$ cat src/sv/utf8sc_pkg.sv
`default_nettype none

package utf8sc_pkg;

  // One input word: the current byte, its lookahead and the page-end flag.
  typedef struct packed {
    logic [7:0] text_byte;
    logic [7:0] next_byte;
    logic       next_valid;
    logic       last_byte;
  } in_word_t;

  // One result word: length of the finished chunk and why it ended.
  typedef struct packed {
    logic [7:0] chunk_bytes;
    logic [2:0] end_reason;
  } out_word_t;

  localparam logic [2:0] REASON_NEWLINE    = 3'd0;
  localparam logic [2:0] REASON_PUNCT      = 3'd1;
  localparam logic [2:0] REASON_LIMIT      = 3'd2;
  localparam logic [2:0] REASON_CUT_SPACE  = 3'd3;
  localparam logic [2:0] REASON_CUT_RUN    = 3'd4;
  localparam logic [2:0] REASON_END_MARK   = 3'd5;
  localparam logic [2:0] REASON_PAGE_END   = 3'd6;

  localparam logic [7:0] CHAR_LF    = 8'h0a;
  localparam logic [7:0] CHAR_CR    = 8'h0d;
  localparam logic [7:0] CHAR_TAB   = 8'h09;
  localparam logic [7:0] CHAR_SPACE = 8'h20;
  localparam logic [7:0] CHAR_EXCL  = 8'h21;
  localparam logic [7:0] CHAR_QUEST = 8'h3f;
  localparam logic [7:0] CHAR_COMMA = 8'h2c;
  localparam logic [7:0] MARK_FIRST = 8'hff;
  localparam logic [7:0] MARK_SECOND = 8'hfe;

  localparam logic [3:0] LEAD3_HIGH = 4'he;
  localparam logic [2:0] LEAD2_HIGH = 3'b110;

  localparam logic [5:0] MAX_CHARS_RESET = 6'd50;

endpackage

`default_nettype wire

$ cat src/sv/utf8_sentence_chunker.sv
// Channel   Direction  Handshake           Payload
// in_       input      in_valid/in_stall   in_data   (in_word_t)
// out_      output     out_valid/out_stall out_data  (out_word_t)
// cfg_      input      cfg_wr_en           cfg_wr_data (max_chars)
//
// One word is taken per cycle while in_stall is low; its chunk state update and any result are
// computed in the same cycle and the result lands in the output register.
// The result appears on out_ in the cycle after its word is accepted.
// in_stall is high only while the output register is full and stalled.
// Synchronous active-low reset clears the chunk state, empties the output
// register and sets max_chars to 50.
`default_nettype none

module utf8_sentence_chunker
  import utf8sc_pkg::*;
#(
  parameter int LEN_BITS = 8
) (
  input  wire logic      clk,
  input  wire logic      rst_n,
  input  wire logic      in_valid,
  output logic           in_stall,
  input  wire in_word_t  in_data,
  output logic           out_valid,
  input  wire logic      out_stall,
  output out_word_t      out_data,
  input  wire logic      cfg_wr_en,
  input  wire logic [5:0] cfg_wr_data
);

  typedef struct packed {
    logic [LEN_BITS-1:0] chunk_len;
    logic [5:0]          char_count;
    logic [5:0]          ascii_run;
    logic [LEN_BITS-1:0] run_start;
    logic [LEN_BITS-1:0] last_space_pos;
    logic                space_seen;
    logic [1:0]          cont_left;
    logic                end_after_next;
  } chunk_state_t;

  chunk_state_t        st_r, st_nxt;
  logic [5:0]          max_chars_r;
  logic                out_valid_r;
  out_word_t           out_data_r;

  logic                fire_in;
  logic                emit;
  logic [LEN_BITS-1:0] res_len;
  logic [2:0]          res_reason;

  logic [7:0]          b, nb;
  logic                nv, lastb;
  logic                is_nl, is_mark, is_lead3, is_lead2, is_space, is_punct, nb_space;
  logic [LEN_BITS-1:0] len_inc;
  logic [5:0]          cc_inc, run_inc;
  logic [LEN_BITS-1:0] rs_cur, lsp_cur, keep_sp, sppos;
  logic                ss_cur, sp_ok, rs_sp;

  assign b     = in_data.text_byte;
  assign nb    = in_data.next_byte;
  assign nv    = in_data.next_valid;
  assign lastb = in_data.last_byte;

  assign in_stall = out_valid_r && out_stall;
  assign fire_in  = in_valid && !in_stall;

  assign is_nl    = (b == CHAR_LF) || (b == CHAR_CR);
  assign is_mark  = (b == MARK_FIRST) && nv && (nb == MARK_SECOND);
  assign is_lead3 = (b[7:4] == LEAD3_HIGH);
  assign is_lead2 = (b[7:5] == LEAD2_HIGH);
  assign is_space = (b == CHAR_SPACE) || (b == CHAR_TAB);
  assign is_punct = (b == CHAR_EXCL) || (b == CHAR_QUEST) || (b == CHAR_COMMA);
  assign nb_space = nv && ((nb == CHAR_SPACE) || (nb == CHAR_TAB));

  assign len_inc = st_r.chunk_len + LEN_BITS'(1);
  assign cc_inc  = st_r.char_count + 6'd1;
  assign run_inc = st_r.ascii_run + 6'd1;

  // Position bookkeeping as it stands after this byte is placed.
  assign rs_cur  = (st_r.ascii_run == 6'd0) ? st_r.chunk_len : st_r.run_start;
  assign lsp_cur = is_space ? st_r.chunk_len : st_r.last_space_pos;
  assign ss_cur  = is_space || st_r.space_seen;

  assign keep_sp = len_inc - lsp_cur;
  assign sp_ok   = ss_cur && (lsp_cur < len_inc) &&
                   (keep_sp < {{(LEN_BITS-6){1'b0}}, max_chars_r});
  assign rs_sp   = ss_cur && (lsp_cur >= rs_cur);
  assign sppos   = rs_sp ? (lsp_cur - rs_cur) : '0;

  always_comb begin
    st_nxt     = st_r;
    emit       = 1'b0;
    res_len    = '0;
    res_reason = REASON_NEWLINE;

    if (st_r.end_after_next) begin
      // Second byte of a newline pair closes the chunk whatever it holds.
      emit    = 1'b1;
      res_len = len_inc;
      st_nxt  = '0;
    end else if (st_r.cont_left != 2'd0) begin
      st_nxt.chunk_len = len_inc;
      st_nxt.cont_left = st_r.cont_left - 2'd1;
      if (st_r.cont_left == 2'd1 && st_r.char_count >= max_chars_r) begin
        emit       = 1'b1;
        res_len    = len_inc;
        res_reason = REASON_LIMIT;
        st_nxt     = '0;
      end
    end else if (is_nl) begin
      if (nv && nb == CHAR_LF && !lastb) begin
        st_nxt.chunk_len      = len_inc;
        st_nxt.end_after_next = 1'b1;
      end else begin
        emit    = 1'b1;
        res_len = len_inc;
        st_nxt  = '0;
      end
    end else if (is_mark) begin
      emit       = 1'b1;
      res_len    = st_r.chunk_len;
      res_reason = REASON_END_MARK;
      st_nxt     = '0;
    end else if (is_lead3 || is_lead2) begin
      st_nxt.char_count = cc_inc;
      st_nxt.chunk_len  = len_inc;
      st_nxt.ascii_run  = 6'd0;
      st_nxt.cont_left  = is_lead3 ? 2'd2 : 2'd1;
    end else begin
      st_nxt.run_start      = rs_cur;
      st_nxt.chunk_len      = len_inc;
      st_nxt.last_space_pos = lsp_cur;
      st_nxt.space_seen     = ss_cur;
      if (is_punct) begin
        emit       = 1'b1;
        res_len    = len_inc;
        res_reason = REASON_PUNCT;
        st_nxt     = '0;
      end else begin
        st_nxt.ascii_run  = run_inc;
        st_nxt.char_count = cc_inc;
        if (cc_inc >= max_chars_r) begin
          emit = 1'b1;
          if (run_inc >= max_chars_r) begin
            if (max_chars_r != 6'd0 && nb_space) begin
              // The space is the next byte, so nothing needs to be cut.
              res_len    = len_inc;
              res_reason = REASON_CUT_SPACE;
              st_nxt     = '0;
            end else if (sp_ok) begin
              res_len           = lsp_cur;
              res_reason        = REASON_CUT_SPACE;
              st_nxt            = '0;
              st_nxt.chunk_len  = keep_sp;
              st_nxt.char_count = keep_sp[5:0];
              st_nxt.ascii_run  = keep_sp[5:0];
              st_nxt.space_seen = 1'b1;
            end else begin
              res_len    = len_inc;
              res_reason = REASON_LIMIT;
              st_nxt     = '0;
            end
          end else begin
            // The short ASCII run moves whole into the next chunk.
            res_len               = rs_cur;
            res_reason            = REASON_CUT_RUN;
            st_nxt                = '0;
            st_nxt.chunk_len      = {{(LEN_BITS-6){1'b0}}, run_inc};
            st_nxt.char_count     = run_inc;
            st_nxt.ascii_run      = run_inc;
            st_nxt.space_seen     = rs_sp;
            st_nxt.last_space_pos = sppos;
          end
        end
      end
    end

    if (lastb) begin
      if (!emit && st_nxt.chunk_len != '0) begin
        emit       = 1'b1;
        res_len    = st_nxt.chunk_len;
        res_reason = REASON_PAGE_END;
      end
      st_nxt = '0;
    end
  end

  always_ff @(posedge clk) begin
    if (!rst_n) begin
      st_r        <= '0;
      max_chars_r <= MAX_CHARS_RESET;
      out_valid_r <= 1'b0;
    end else begin
      if (cfg_wr_en) begin
        max_chars_r <= cfg_wr_data;
      end
      if (fire_in) begin
        st_r <= st_nxt;
      end
      if (fire_in && emit) begin
        out_valid_r <= 1'b1;
      end else if (!out_stall) begin
        out_valid_r <= 1'b0;
      end
    end
  end

  always_ff @(posedge clk) begin
    if (fire_in && emit) begin
      out_data_r.chunk_bytes <= res_len[7:0];
      out_data_r.end_reason  <= res_reason;
    end
  end

  assign out_valid = out_valid_r;
  assign out_data  = out_data_r;

endmodule

`default_nettype wire

$ cat config.mk
export PLATFORM = sky130hd
export DESIGN_NAME = utf8_sentence_chunker
export DESIGN_NICKNAME = d
export VERILOG_FILES = /design/src/sv/utf8sc_pkg.sv /design/src/sv/utf8_sentence_chunker.sv
export SDC_FILE = /design/constraint.sdc
export NUM_CORES = 1
export LEC_CHECK = 0
export BUFFER_PORTS_ARGS = -buffer_cell sky130_fd_sc_hd__buf_2
export CAP_MARGIN = 20
export CELL_PAD_IN_SITES_DETAIL_PLACEMENT = 1
export CELL_PAD_IN_SITES_GLOBAL_PLACEMENT = 1
export CORE_MARGIN = 2
export CORE_UTILIZATION = 37
export DETAILED_ROUTE_END_ITERATION = 10
export PLACE_DENSITY = 0.73
export SLEW_MARGIN = 10
export SYNTH_ARGS = -nofsm -noshare
export SYNTH_HDL_FRONTEND = slang
export SYNTH_SLANG_ARGS = --single-unit
$ cat constraint.sdc
create_clock -name clk -period 6.08 [get_ports clk]
set_clock_uncertainty 0.05 [all_clocks]
set_input_delay 1.216 -clock clk [delete_from_list [all_inputs] [get_ports clk]]
set_output_delay 1.216 -clock clk [all_outputs]
set_load 0.03 [all_outputs]
==> flow_summary_export.csv <==
group,metric,value,unit
logic_synthesis,syn_inst,686,
timing,rsz0062_at_grt,"no",
worst_setup_path,endpoint_kind,"register",
worst_setup_path,cp-start-kind,"input port",
global_route,grt_max_degree,35,
logic_synthesis,synth_top_family_by_area,"compound AO/OA/AOI/OAI gates",
logic_synthesis,synth_compound_area_share,27.5,%
place,place_hpwl,15700,um
logic_synthesis,ys.flop_type,"dfxtp_1",
finish,drive_gt1_share,15.0,%
logic_synthesis,netlist_area,5350,um^2
logic_synthesis,synth_warnings,0,
logic_synthesis,syn-mean-instance-area,7.80,um^2
power_and_ir_drop,ir_drop,0.000138,V
power_and_ir_drop,power_density,208,nW/um^2
clock_tree,cts_sinks,58,
clock_tree,ctsHtreeMaxLevel,3,
logic_synthesis,synth-seq-cells,58,
global_route,grt_first_pass_wirelength,32700,um
clock_tree,cts_buffers,9,
power_and_ir_drop,report.power.total,1.29,mW
route,drt-vias-per-instance,6.14,
floorplanning,start_util,38.2,%
logic_synthesis,synthSimpleGateAreaFrac,23.0,%
place,gp_congestion,0.921,
timing,worst_pin_slew,0.986,ns
place,place.port_buffers,41,
floorplanning,rows,43,
logic_synthesis,synthDistinctLibCells,78,
clock_tree,holdBufCountCts,0,
timing,final_max_slew_viol_count,0,
route,wl_per_cell,22.0,um
floorplanning,core,14000,um^2
global_route,globalRouteOverflowTotal,0,
route,firstDrtPassIters,4,
route,vias,5660,
finish,nets,814,
timing,clock.fmax,0.176,GHz
logic_synthesis,synth_edf_count,11,
run,cap_violations,0,
global_route,antenna_found_initial,0,
timing,hold_viol_final,0,
global_route,grt_pass1_vias,5944,
timing,fin_crit_sh,93.6,%
finish,fillers,1723,
route,drt_iter0_markers,327,
logic_synthesis,async_reset_ff_share,0,%
global_route,grt_usage,26.4,%
timing,layout_setup_ws,0.388,ns
timing,slew_headroom,34.0,%
clock_tree,cts_resized,0,
run_status,outcome,"complete, no violations",
route,ant_nets,0,
logic_synthesis,synthAdderAreaFrac,11.5,%
worst_setup_path,crit_arrival,5.75,ns
clock_tree,cts_setup_buffers,0,
floorplanning,die_area,15400,um^2
route,wl,20300,um
floorplanning,die_w,124,um
timing,fin_crit,5.69,ns
route,drc,0,
finish,area_growth,16.3,%
power_and_ir_drop,p_leak,2.75,nW
clock_tree,cts-root-buf,"clkbuf_16",
timing,whs,0.433,ns
clock_tree,cts_tree,"done",
clock_tree,clk_pin_slew_worst_paths,0.06,ns
clock_tree,clk_path_buf_depth,2,
logic_synthesis,synth.mux.area_fraction,5.15,%
worst_setup_path,path_max_fanout,7,
worst_hold_path,hold_path.class,"register to register",
logic_synthesis,synth_xor_area_share,3.44,%
worst_setup_path,required,6.13,ns
timing,setup_viol,0,
finish,antenna_cells,0,
floorplanning,die_y,124,um
clock_tree,clock_latency,0.35,ns
logic_synthesis,synth_fp_nets,763,
worst_setup_path,crit_type,"input port to register",
logic_synthesis,ys_seq_area_share,23.8,%
place,dp_worst_setup_slack,-0.0622,ns
floorplanning,io_pins,42,
==> final cells by class <==
type / instances / area [um^2] / area share (%)
clock buffers: 10 / 250 / 4.02
clock inverters: 6 / 95.1 / 1.53
multi-input cells: 554 / 3780 / 60.9
repair buffers: 71 / 430 / 6.92
well taps: 180 / 225 / 3.62
inverters: 43 / 161 / 2.60
flip-flops and latches: 58 / 1270 / 20.4
==> report_power, final <==
group	switching (mW)	internal (mW)
clock	0.213	0.388
combinational	0.178	0.0957
sequential	0.0123	0.408
==> cell usage in the layout (no fill, tap or decap), types with 5 or more instances in the layout <==
cell type and instances:
ha_1 46, nand3_1 24, o21ai_0 34, nand4_1 7
nand2b_1 10, buf_4 30, a21oi_1 66, o22ai_1 8
and2_1 9, nor3_1 23, xor2_1 12, dfxtp_1 47
a21o_1 13, mux2i_1 22, inv_1 42, xnor2_1 9
buf_2 41, nor2b_1 5, nor2_1 69, edfxtp_1 11
nand2_1 57, a31oi_1 6, o211ai_1 8, a22oi_1 9
and3_1 7, clkbuf_16 10, o31ai_1 8, o2111ai_1 5
nor4_1 6
==> logic make-up (layout without fill, tap and decap cells) <==
group                    count (synthesis)  after routing
AO/OA/AOI/OAI                          213            213
AND/OR/NAND/NOR                        246            246
adder cells (fa/ha/maj)                 48             48
flip-flops                              58             58
multiplexers                            26             26
XOR/XNOR                                21             21
buffers and inverters                   74            130
==> cells in the mapped netlist, types with 5 or more instances <==
master | n | share of area, %
ha_1 | 46 | 11
nor3_1 | 23 | 2.2
inv_1 | 42 | 2.9
and3_1 | 7 | 0.82
nand2b_1 | 10 | 1.2
o211ai_1 | 8 | 1.1
mux2i_1 | 23 | 4.3
nor2b_1 | 5 | 0.58
nand2_1 | 57 | 4.0
a31oi_1 | 6 | 0.70
o31ai_1 | 8 | 1.1
nand3_1 | 24 | 2.2
clkbuf_1 | 26 | 1.8
xor2_1 | 12 | 2.0
a21oi_1 | 66 | 6.2
nand4_1 | 7 | 0.82
edfxtp_1 | 11 | 6.2
a21o_1 | 13 | 1.8
a22oi_1 | 9 | 1.3
nor2_1 | 69 | 4.8
o2111ai_1 | 5 | 0.82
dfxtp_1 | 47 | 18
nor4_1 | 6 | 0.70
and2_1 | 9 | 1.1
o22ai_1 | 8 | 0.94
o21ai_0 | 35 | 3.3
xnor2_1 | 9 | 1.5
==> critical path, cell delays in order <==
cell and delay (ns):
buf_2 0.12, nor2_1 0.20, o2111a_2 0.36, mux2i_1 0.29
ha_1 0.33, a21oi_1 0.31, a21boi_2 0.12, mux2i_1 0.18
o2111ai_1 0.19, ha_1 0.34, a21oi_1 0.20, o221a_4 0.21
o2111ai_2 0.15, buf_4 0.21, o31ai_1 0.29, nand2_1 0.13
a21o_1 0.24, a31o_1 0.32, mux2_4 0.33
==> metal layers <==
| metal | track usage (%) | vias up | wire, um |
|---|---|---|---|
| li1 | - | 2658 | - |
| met1 | 33.8 | 2781 | 8950 |
| met2 | 44.2 | 179 | 9650 |
| met3 | 4.65 | 42 | 1030 |
| met4 | 9.98 | 0 | 671 |
| met5 | 0 | - | 0 |
==> registers in the layout, indices dropped and copies added (netlist names) <==
| register | flops |
|---|---|
| out_data | 11 |
| st_r | 40 |
| max_chars_r | 6 |
| out_valid | 1 |
==> stage by stage <==
stage	instances	util [%]	instance area, um^2	setup TNS (ns)
after floorplan	686	-	5350	0
after global placement	906	41.9	5860	0
after detailed placement	906	41.9	5860	-0.182
after CTS	922	44.4	6210	0
after global routing	922	44.4	6220	0
final	922	44.4	6220	0
==> path summary, 6_finish.rpt <==
| path | slack, ns | start | depth (start not counted) | endpoint |
|---|---|---|---|---|
| setup / recovery | 0.39 | in_data[17] | 19 | out_data[7] |
| hold / removal | 0.43 | st_r[10] | 2 | st_r[10] |
| setup reg to reg | 0.92 | st_r[32] | 17 | out_data[7] |
| hold reg to reg | 0.43 | st_r[10] | 2 | st_r[10] |
(Power assumes the default switching activity.)
